--- config.mk ---
export PLATFORM = sky130hd
export DESIGN_NAME = disparity_to_point_cloud_core
export DESIGN_NICKNAME = d
export VERILOG_FILES = /design/src/rtl/dpc_pkg.sv /design/src/rtl/dpc_div.sv /design/src/rtl/dpc_datapath.sv /design/src/rtl/dpc_ctrl.sv /design/src/rtl/disparity_to_point_cloud_core.sv
export SDC_FILE = /design/constraint.sdc
export NUM_CORES = 2
export LEC_CHECK = 0
export ABC_AREA = 1
export BUFFER_PORTS_ARGS = -buffer_cell sky130_fd_sc_hd__buf_2
export CAP_MARGIN = 5
export CORE_ASPECT_RATIO = 0.75
export CORE_MARGIN = 3
export CORE_UTILIZATION = 43
export DETAILED_ROUTE_END_ITERATION = 8
export MAX_ROUTING_LAYER = met4
export SYNTH_ARGS = -nofsm -noshare
export SYNTH_HDL_FRONTEND = slang
export SYNTH_HIERARCHICAL = 1
export SYNTH_SLANG_ARGS = --single-unit
--- constraint.sdc ---
create_clock -name clock -period 8 [get_ports clock]
set_input_delay 1.6 -clock clock [delete_from_list [all_inputs] [get_ports clock]]
set_output_delay 1.6 -clock clock [all_outputs]
set_load 0.01 [all_outputs]
--- src/rtl/dpc_pkg.sv ---
// Package: types, constants and register codes for the disparity to point cloud core.
`default_nettype none
package dpc_pkg;
   localparam int MaxWidthDefault  = 4096;
   localparam int MaxHeightDefault = 4096;
   localparam int RowLimitHw       = 8191;
   localparam int CntW             = 13;
   localparam int CsrIdxW          = 3;
   localparam int CsrDataW         = 16;
   localparam int QuoW             = 64;
   localparam int DivCntW          = 7;

   localparam logic [CsrIdxW-1:0] REG_FOCAL    = 3'd0;
   localparam logic [CsrIdxW-1:0] REG_BASELINE = 3'd1;
   localparam logic [CsrIdxW-1:0] REG_CENTER_X = 3'd2;
   localparam logic [CsrIdxW-1:0] REG_CENTER_Y = 3'd3;
   localparam logic [CsrIdxW-1:0] REG_LINE_W   = 3'd4;
   localparam logic [CsrIdxW-1:0] REG_WIDE     = 3'd5;
   localparam logic [CsrIdxW-1:0] REG_WHITE    = 3'd6;

   typedef struct packed {
      logic [15:0] disparity;
      logic [7:0]  red;
      logic [7:0]  green;
      logic [7:0]  blue;
      logic        frame_start;
   } req_type;

   typedef struct packed {
      logic signed [31:0] point_x;
      logic signed [31:0] point_y;
      logic [30:0]        point_z;
      logic [7:0]         out_red;
      logic [7:0]         out_green;
      logic [7:0]         out_blue;
   } rsp_type;

   // Commands from the controller to the datapath.
   typedef struct packed {
      logic load;      // capture the item and counters
      logic mul_z;     // numerator = B*F*coef
      logic div_start; // start a division
      logic div_sel;   // 0: Z, 1: X/Y projection
      logic axis;      // 0: X, 1: Y
      logic mul_p;     // product Zq*|delta|
      logic store;     // latch the quotient
      logic finish;    // assemble the result
   } cmd_type;

   typedef struct packed {
      logic div_done;
      logic zero_disp;
   } sts_type;
endpackage
`default_nettype wire

--- src/rtl/dpc_div.sv ---
// Radix-2 restoring divider, one quotient bit per cycle.
`default_nettype none
module dpc_div
   import dpc_pkg::*;
(
   input  wire logic            clock,
   input  wire logic            reset,
   input  wire logic            start,
   input  wire logic [QuoW-1:0] dividend,
   input  wire logic [15:0]     divisor,
   output logic                 done,
   output logic [QuoW-1:0]      quotient
);
   logic [QuoW-1:0]    q_ff, q_in;
   logic [16:0]        r_ff, r_in;
   logic [15:0]        d_ff, d_in;
   logic [DivCntW-1:0] n_ff, n_in;
   logic               busy_ff, busy_in;
   logic [16:0]        trial;
   logic [17:0]        diff;

   always_comb begin
      q_in = q_ff; r_in = r_ff; d_in = d_ff; n_in = n_ff; busy_in = busy_ff;
      trial = '0; diff = '0;
      if (start) begin
         q_in = dividend; r_in = '0; d_in = divisor; n_in = '0; busy_in = 1'b1;
      end else if (busy_ff) begin
         trial = {r_ff[15:0], q_ff[QuoW-1]};
         diff  = {1'b0, trial} - {2'b00, d_ff};
         if (!diff[17]) begin
            r_in = diff[16:0];
            q_in = {q_ff[QuoW-2:0], 1'b1};
         end else begin
            r_in = trial;
            q_in = {q_ff[QuoW-2:0], 1'b0};
         end
         n_in = n_ff + 1'b1;
         if (n_ff == DivCntW'(QuoW-1)) busy_in = 1'b0;
      end
   end

   always_ff @(posedge clock) begin
      q_ff <= q_in; r_ff <= r_in; d_ff <= d_in;
      if (reset) begin
         n_ff <= '0; busy_ff <= 1'b0;
      end else begin
         n_ff <= n_in; busy_ff <= busy_in;
      end
   end

   // The quotient is complete once every bit has been shifted in.
   assign quotient = q_ff;
   assign done = !busy_ff && (n_ff == DivCntW'(QuoW));
endmodule
`default_nettype wire

--- src/rtl/dpc_datapath.sv ---
// Datapath: config registers, pixel counters, multipliers, divider and result register.
`default_nettype none
module dpc_datapath
   import dpc_pkg::*;
#(
   parameter int MAX_WIDTH  = MaxWidthDefault,
   parameter int MAX_HEIGHT = MaxHeightDefault
) (
   input  wire logic                clock,
   input  wire logic                reset,
   input  wire logic                csr_we,
   input  wire logic [CsrIdxW-1:0]  csr_index,
   input  wire logic [CsrDataW-1:0] csr_data,
   input  wire req_type             req_data,
   input  wire cmd_type             cmd,
   output sts_type                  sts,
   output rsp_type                  rsp_data
);
   localparam int WLim = (MAX_WIDTH < 8191) ? MAX_WIDTH : 8191;
   localparam int RowMax = (MAX_HEIGHT < RowLimitHw) ? MAX_HEIGHT : RowLimitHw;

   logic [15:0] focal_ff, base_ff, cx_ff, cy_ff;
   logic [12:0] lw_ff;
   logic        wide_ff;
   logic [7:0]  white_ff;
   logic [CntW-1:0] col_ff, col_in, row_ff, row_in;
   req_type     item_ff;
   logic [CntW-1:0] icol_ff, irow_ff;
   logic [15:0] dv_ff;
   logic [QuoW-1:0] num_ff, zq_ff, px_ff, py_ff;
   logic        neg_ff;
   rsp_type     rsp_ff;
   logic [15:0] f_eff;
   logic [CntW-1:0] width, ccur, rcur;
   logic        dv_zero;
   logic [QuoW-1:0] div_q, div_num;
   logic [15:0] div_den;
   logic [17:0] delta;
   logic        dneg;
   logic [16:0] dmag;
   logic        white;
   logic [31:0] bf_prod;

   assign f_eff = (focal_ff == '0) ? 16'd1 : focal_ff;

   always_ff @(posedge clock) begin
      if (reset) begin
         focal_ff <= 16'd1; base_ff <= '0; cx_ff <= '0; cy_ff <= '0;
         lw_ff <= 13'd640; wide_ff <= 1'b0; white_ff <= 8'd255;
      end else if (csr_we) begin
         unique case (csr_index)
            REG_FOCAL:    focal_ff <= csr_data;
            REG_BASELINE: base_ff  <= csr_data;
            REG_CENTER_X: cx_ff    <= csr_data;
            REG_CENTER_Y: cy_ff    <= csr_data;
            REG_LINE_W:   lw_ff    <= csr_data[12:0];
            REG_WIDE:     wide_ff  <= csr_data[0];
            REG_WHITE:    white_ff <= csr_data[7:0];
            default: ;
         endcase
      end
   end

   // Counters advance when the item is captured.
   always_comb begin
      ccur = req_data.frame_start ? CntW'(1) : col_ff;
      rcur = req_data.frame_start ? CntW'(1) : row_ff;
      width = (lw_ff == '0) ? CntW'(1) : ((32'(lw_ff) > WLim) ? CntW'(WLim) : lw_ff);
      col_in = col_ff; row_in = row_ff;
      if (cmd.load) begin
         if (ccur >= width) begin
            col_in = CntW'(1);
            row_in = (32'(rcur) < RowMax) ? rcur + 1'b1 : rcur;
         end else begin
            col_in = ccur + 1'b1;
            row_in = rcur;
         end
      end
   end

   always_ff @(posedge clock) begin
      if (reset) begin
         col_ff <= CntW'(1); row_ff <= CntW'(1);
      end else begin
         col_ff <= col_in; row_ff <= row_in;
      end
   end

   assign dv_zero = (dv_ff == '0);
   assign delta = cmd.axis ? ({1'b0, irow_ff, 4'b0} - {2'b00, cy_ff})
                           : ({1'b0, icol_ff, 4'b0} - {2'b00, cx_ff});
   assign dneg = delta[17];
   assign dmag = dneg ? 17'(-delta) : delta[16:0];

   // Full 32-bit product of baseline and focal length.
   assign bf_prod = base_ff * f_eff;

   always_ff @(posedge clock) begin
      if (cmd.load) begin
         item_ff <= req_data;
         icol_ff <= ccur;
         irow_ff <= rcur;
         dv_ff   <= wide_ff ? req_data.disparity : {8'h00, req_data.disparity[7:0]};
      end
      // The coefficient is 16 for wide disparity and 4 for narrow.
      if (cmd.mul_z)
         num_ff <= wide_ff ? {28'd0, bf_prod, 4'd0} : {30'd0, bf_prod, 2'd0};
      if (cmd.mul_p) begin
         num_ff <= QuoW'(zq_ff[36:0] * dmag);
         neg_ff <= dneg;
      end
      if (cmd.store) begin
         if (!cmd.div_sel) zq_ff <= div_q;
         else if (!cmd.axis) px_ff <= {neg_ff, div_q[QuoW-2:0]};
         else py_ff <= {neg_ff, div_q[QuoW-2:0]};
      end
   end

   assign div_num = num_ff;
   assign div_den = cmd.div_sel ? f_eff : dv_ff;

   dpc_div u_div (
      .clock, .reset, .start(cmd.div_start), .dividend(div_num),
      .divisor(div_den), .done(sts.div_done), .quotient(div_q)
   );

   assign sts.zero_disp = dv_zero;

   function automatic logic [31:0] sat_s(input logic [QuoW-1:0] v);
      logic [QuoW-2:0] m;
      m = v[QuoW-2:0];
      if (v[QuoW-1]) sat_s = (m > 63'h8000_0000) ? 32'h8000_0000 : 32'(-m);
      else sat_s = (m > 63'h7FFF_FFFF) ? 32'h7FFF_FFFF : m[31:0];
   endfunction

   assign white = (item_ff.red > white_ff) && (item_ff.green > white_ff)
                  && (item_ff.blue > white_ff);

   always_ff @(posedge clock) begin
      if (cmd.finish) begin
         rsp_ff.out_red   <= white ? 8'd0 : item_ff.red;
         rsp_ff.out_green <= white ? 8'd0 : item_ff.green;
         rsp_ff.out_blue  <= white ? 8'd0 : item_ff.blue;
         if (white || dv_zero) begin
            rsp_ff.point_x <= '0; rsp_ff.point_y <= '0; rsp_ff.point_z <= '0;
         end else begin
            rsp_ff.point_x <= sat_s(px_ff);
            rsp_ff.point_y <= sat_s(py_ff);
            rsp_ff.point_z <= (zq_ff > 64'h7FFF_FFFF) ? 31'h7FFF_FFFF : zq_ff[30:0];
         end
      end
   end
   assign rsp_data = rsp_ff;
endmodule
`default_nettype wire

--- src/rtl/dpc_ctrl.sv ---
// Controller: sequences load, up to three divisions and the result handshake.
`default_nettype none
module dpc_ctrl
   import dpc_pkg::*;
(
   input  wire logic    clock,
   input  wire logic    reset,
   input  wire logic    req_valid,
   output logic         req_ready,
   output logic         rsp_valid,
   input  wire logic    rsp_ready,
   input  wire sts_type sts,
   output cmd_type      cmd
);
   localparam logic [3:0] S_IDLE = 4'd0, S_MULZ = 4'd1, S_DIVZ = 4'd2, S_WZ = 4'd3,
                          S_MULX = 4'd4, S_DIVX = 4'd5, S_WX = 4'd6, S_MULY = 4'd7,
                          S_DIVY = 4'd8, S_WY = 4'd9, S_FIN = 4'd10;
   logic [3:0] state_ff, state_in;
   logic       vld_ff, vld_in;
   logic       take;

   // Next item may start while the previous result waits in the output register.
   assign req_ready = (state_ff == S_IDLE);
   assign take = req_valid && req_ready;
   assign rsp_valid = vld_ff;

   always_comb begin
      cmd = '0;
      state_in = state_ff;
      vld_in = vld_ff && !rsp_ready;
      unique case (state_ff)
         S_IDLE: begin cmd.load = take; if (take) state_in = S_MULZ; end
         S_MULZ: begin cmd.mul_z = 1'b1; state_in = S_DIVZ; end
         S_DIVZ: begin
            cmd.div_start = 1'b1;
            state_in = sts.zero_disp ? S_FIN : S_WZ;
         end
         S_WZ: if (sts.div_done) begin cmd.store = 1'b1; state_in = S_MULX; end
         S_MULX: begin cmd.mul_p = 1'b1; state_in = S_DIVX; end
         S_DIVX: begin cmd.div_start = 1'b1; cmd.div_sel = 1'b1; state_in = S_WX; end
         S_WX: begin
            cmd.div_sel = 1'b1;
            if (sts.div_done) begin cmd.store = 1'b1; state_in = S_MULY; end
         end
         S_MULY: begin cmd.mul_p = 1'b1; cmd.axis = 1'b1; state_in = S_DIVY; end
         S_DIVY: begin
            cmd.div_start = 1'b1; cmd.div_sel = 1'b1; cmd.axis = 1'b1; state_in = S_WY;
         end
         S_WY: begin
            cmd.div_sel = 1'b1; cmd.axis = 1'b1;
            if (sts.div_done) begin cmd.store = 1'b1; state_in = S_FIN; end
         end
         S_FIN: if (!vld_ff || rsp_ready) begin
            cmd.finish = 1'b1; vld_in = 1'b1; state_in = S_IDLE;
         end
         default: state_in = S_IDLE;
      endcase
   end

   always_ff @(posedge clock) begin
      if (reset) begin
         state_ff <= S_IDLE; vld_ff <= 1'b0;
      end else begin
         state_ff <= state_in; vld_ff <= vld_in;
      end
   end

   a_fin_valid: assert property (@(posedge clock) disable iff (reset)
      cmd.finish |=> rsp_valid) else $error("result not presented");
   a_no_overwrite: assert property (@(posedge clock) disable iff (reset)
      (rsp_valid && !rsp_ready) |-> !cmd.finish) else $error("result overwritten");
   a_busy: assert property (@(posedge clock) disable iff (reset)
      take |=> !req_ready) else $error("accepted while busy");
endmodule
`default_nettype wire

--- src/rtl/disparity_to_point_cloud_core.sv ---
// Top level of the disparity to point cloud core.
// Channel  Ports                    Direction  Carries
// req      req_valid/ready/data     in         one pixel item
// rsp      rsp_valid/ready/data     out        one point item
// csr      csr_valid/ready/index    in         register writes
// Each item runs three 64-step divisions in turn in one shared restoring divider,
// with sequencing states around them. A new item is accepted only once the
// previous result has been handed to the output register.
// Reset is synchronous and sets the control state, pixel counters and config registers.
// A finished item waits in the output register while the next item starts; if
// it is still waiting when the next one is done, the core holds and stops input.
// Zero disparity skips the waits for the divisions and goes straight to the finish state.
`default_nettype none
module disparity_to_point_cloud_core
   import dpc_pkg::*;
#(
   parameter int MAX_WIDTH  = MaxWidthDefault,
   parameter int MAX_HEIGHT = MaxHeightDefault
) (
   input  wire logic                clock,
   input  wire logic                reset,
   input  wire logic                req_valid,
   output logic                     req_ready,
   input  wire req_type             req_data,
   output logic                     rsp_valid,
   input  wire logic                rsp_ready,
   output rsp_type                  rsp_data,
   input  wire logic                csr_valid,
   output logic                     csr_ready,
   input  wire logic [CsrIdxW-1:0]  csr_index,
   input  wire logic [CsrDataW-1:0] csr_data
);
   cmd_type cmd;
   sts_type sts;

   // Configuration writes are always taken; the user must send them only while idle, the core does not enforce this.
   assign csr_ready = 1'b1;

   dpc_ctrl u_ctrl (
      .clock, .reset, .req_valid, .req_ready, .rsp_valid, .rsp_ready, .sts, .cmd
   );

   dpc_datapath #(.MAX_WIDTH(MAX_WIDTH), .MAX_HEIGHT(MAX_HEIGHT)) u_dp (
      .clock, .reset, .csr_we(csr_valid), .csr_index, .csr_data,
      .req_data, .cmd, .sts, .rsp_data
   );
endmodule
`default_nettype wire

==> impl_metrics.csv <==
group,metric,value,unit
placement,dp_hpwl,156000,um
cells_and_area,fin_area,71700,sq um
route,drt_first_pass_iters,8,
die,rows,118,
cells_and_area,nets,8804,
grt,grt_use_met3,0.0641,
hold_path,min_to,"u_dp/u_div/r_ff[9]",
critical_path,cp.required,8.46,ns
logic_synthesis,synth_cells,7158,
critical_path,crit_fanout,11,
critical_path,cpPeakStageDelay,0.62,ns
logic_synthesis,synth_ff_type,"edfxtp_1",
placement,dpl_worst_slack,-0.437,ns
grt,grt_pass1_wl,305000,um
critical_path,r2r_slack,0.13,ns
die,dieArea,145000,sq um
logic_synthesis,synthDistinctLibCells,60,
placement,placed_area,66400,sq um
clock_network,clockBufferDepth,3,
grt,grt_antenna_before_repair,7,
grt,grt_start_max_net_pins,96,
clock_network,h-tree-depth,3,
grt,grt_pass1_vias,49536,
cells_and_area,drive_above_1_share,0.174,
cells_and_area,synthToLayoutAreaGrowth,18.9,%
grt,use_met2,0.381,
die,core,139000,sq um
timing,slew_headroom,0.176,
critical_path,critical_path_arrival,8.32,ns
logic_synthesis,synth_area_per_cell,8.43,sq um
critical_path,r2r_cells,42,
critical_path,path_common_cell,"nand2_1",
logic_synthesis,synthArstFlopShare,0,
logic_synthesis,syn-cell-area,60300,sq um
die,num_io_pins,187,
outcome,status,"complete, no violations",
grt,grt_use_total,0.285,
route,drc,0,
hold_path,worstHoldStart,"u_dp/u_div/r_ff[9]",
critical_path,slowest_stage,"fa_2",
timing,fmax,127,MHz
die,start_util,0.435,
clock_network,cts_tree,"built",
clock_network,cts_buffers,74,
grt,grt-busiest-layer,"met1",
hold_path,hold_path_class,"flop to flop",
route,wl_per_cell,20.9,um
timing,clock_skew,0.0667,ns
route,drtIter0Drc,5211,
route,antenna_left,0,
logic_synthesis,yosys_warnings,6,
timing,fin_crit,7.87,ns
route,viasPerCell,5.28,
run,maxCapViolations,0,
critical_path,r2r_start,"u_dp/icol_ff[6]",
timing,setup_slack,0.131,ns
timing,maxSlewViolCount,0,
clock_network,cts.sinks,653,
route,wl,201000,um
timing,setup_viol,0,
die,die_x,438,um
route,vias,50813,
timing,rsz0062_at_grt,"true",
grt,grt-ovfl-total,0,
clock_network,cts-root-buf,"clkbuf_16",
critical_path,end_kind,"flop",
critical_path,rr_endpoint,"u_dp/div_num[46]",
logic_synthesis,ys_seq_area_frac,0.302,
logic_synthesis,ys_ff_latch,653,
logic_synthesis,synth-edff-count,512,
grt,met1_usage,0.438,
placement,place_congestion,1.03,
critical_path,cp-start-kind,"flop",
critical_path,criticalPathCategory,"flop to flop",
hold_path,min_path_cells,2,
timing,hold_viol_final,0,
clock_network,clk_pin_slew,0.06,ns
placement,port_buffers,185,
timing,fin_crit_sh,0.984,
timing,tightest_slew,1.23,ns
clock_network,clock_latency,0.70,ns
die,fp.dieH,330,um
[Yosys cell counts, types with 4 or more instances]
cell type / number / share of area
clkbuf_1: 174 / 0.011
nor2_4: 5 / 0.00093
nand3_2: 9 / 0.0015
edfxtp_1: 512 / 0.25
buf_6: 11 / 0.0021
o211ai_1: 18 / 0.0022
o21bai_1: 18 / 0.0022
o21ai_0: 287 / 0.024
nor4_1: 48 / 0.0050
ha_1: 320 / 0.066
o21ai_2: 6 / 0.00087
nand3b_1: 28 / 0.0035
nand2_1: 1696 / 0.11
o21a_1: 7 / 0.00087
buf_4: 21 / 0.0026
inv_1: 1480 / 0.092
nand2_4: 6 / 0.0011
and2_1: 8 / 0.00083
a21boi_0: 4 / 0.00050
buf_1: 24 / 0.0015
nor3b_1: 5 / 0.00062
a211oi_1: 5 / 0.00062
buf_2: 42 / 0.0035
nor3_1: 60 / 0.0050
nand4_1: 72 / 0.0075
dfxtp_1: 141 / 0.047
nor2_1: 542 / 0.034
a21oi_1: 350 / 0.029
inv_2: 19 / 0.0012
clkinv_1: 5 / 0.00031
a21oi_2: 21 / 0.0030
nand2_2: 17 / 0.0018
a31oi_1: 15 / 0.0016
or2_2: 11 / 0.0011
xnor2_1: 37 / 0.0054
fa_1: 719 / 0.24
xor2_1: 57 / 0.0083
a21o_1: 9 / 0.0011
o21ai_1: 4 / 0.00033
o221ai_1: 13 / 0.0019
nand3_1: 307 / 0.025
[metal layers]
metal / vias up / part of all wire
li1: 23291 / -
met1: 25070 / 0.46
met2: 2223 / 0.40
met3: 229 / 0.11
met4: 0 / 0.022
met5: - / 0
[registers in the layout, indices dropped and copies added (netlist names), 13 cells and up]
| register | flops |
|---|---|
| u_dp/base_ff | 16 |
| u_dp/col_ff | 13 |
| u_dp/cx_ff | 16 |
| u_dp/cy_ff | 16 |
| u_dp/div_num | 54 |
| u_dp/dv_ff | 16 |
| u_dp/focal_ff | 16 |
| u_dp/icol_ff | 13 |
| u_dp/irow_ff | 13 |
| u_dp/item_ff | 24 |
| u_dp/lw_ff | 13 |
| u_dp/px_ff | 64 |
| u_dp/py_ff | 64 |
| u_dp/row_ff | 13 |
| u_dp/rsp_data | 119 |
| u_dp/u_div/d_ff | 16 |
| u_dp/u_div/quotient | 64 |
| u_dp/u_div/r_ff | 16 |
| u_dp/zq_ff | 64 |
[cells in the final DEF, fill, tap and decap left out, types with 250 or more instances in the layout]
| cell | count |
|---|---|
| nand2_1 | 1615 |
| inv_1 | 1444 |
| fa_1 | 689 |
| edfxtp_1 | 512 |
| buf_4 | 476 |
| nor2_1 | 470 |
| a21oi_1 | 298 |
| nand3_1 | 281 |
| ha_1 | 271 |
| o21ai_0 | 250 |
[worst max-delay path by stage]
stage | startpoint | to | cells past startpoint
2_1_floorplan | u_ctrl/state_ff[2] | u_dp/div_num[42] | 38
3_3_place_gp | u_dp/cy_ff[7] | u_dp/div_num[46] | 35
3_5_place_dp | u_ctrl/state_ff[1] | u_dp/div_num[34] | 40
4_1_cts | u_ctrl/state_ff[1] | u_dp/div_num[25] | 39
5_1_grt | u_dp/irow_ff[0] | u_dp/div_num[46] | 43
6_report | u_dp/icol_ff[6] | u_dp/div_num[46] | 42
[stage by stage]
stage / std cells / util / hold slack, ns / TNS, ns
2_1_floorplan: 7167 / - / 0.421 / 0
3_3_place_gp: 9416 / 0.479 / 0.451 / -5.77
6_report: 9621 / 0.517 / 0.467 / 0
4_1_cts: 9564 / 0.500 / 0.465 / 0
5_1_grt: 9620 / 0.517 / 0.485 / -1.60
3_5_place_dp: 9416 / 0.479 / 0.456 / -6.29
[repair_timing]
action	4_1_cts	5_1_grt
gates cloned	2	5
pin swaps	21	237
hold buffers	0	0
buffers inserted	11	50
setup endpoints to repair	36	41
resized for setup	96	478
[cell type report]
class                      count  area (sq um)
timing repair buffer         729          5760
antenna                        2          5.00
clock buffer                  97          2010
sequential                   653         18200
clock inverter                38           349
fill                       12995         66900
inverter                    1504          5680
multi-input combinational   4738         37400
tap                         1860          2330
[logic make-up after synthesis]
| group | share of synthesized area |
|---|---|
| xor gates and xnor gates | 0.0136 |
| adders and majority gates | 0.305 |
| and+or+nand+nor | 0.195 |
| AOI/OAI and AO/OA | 0.0700 |
| buffers and inverters | 0.114 |
| other | 0.000124 |
| DFF | 0.302 |
[worst max-delay path, delay by kind of cell, from the launching register on]
family | cells | cell delay [ns]
simple gates | 13 | 1.07
buf+inv | 15 | 1.46
fa+ha+maj | 8 | 3.78
compound gates | 6 | 0.84
flops | 1 | 0.42
Power is left out: the tool's default activity adds up to more than one toggle a clock period on the data nets, which glitch-free logic cannot reach.
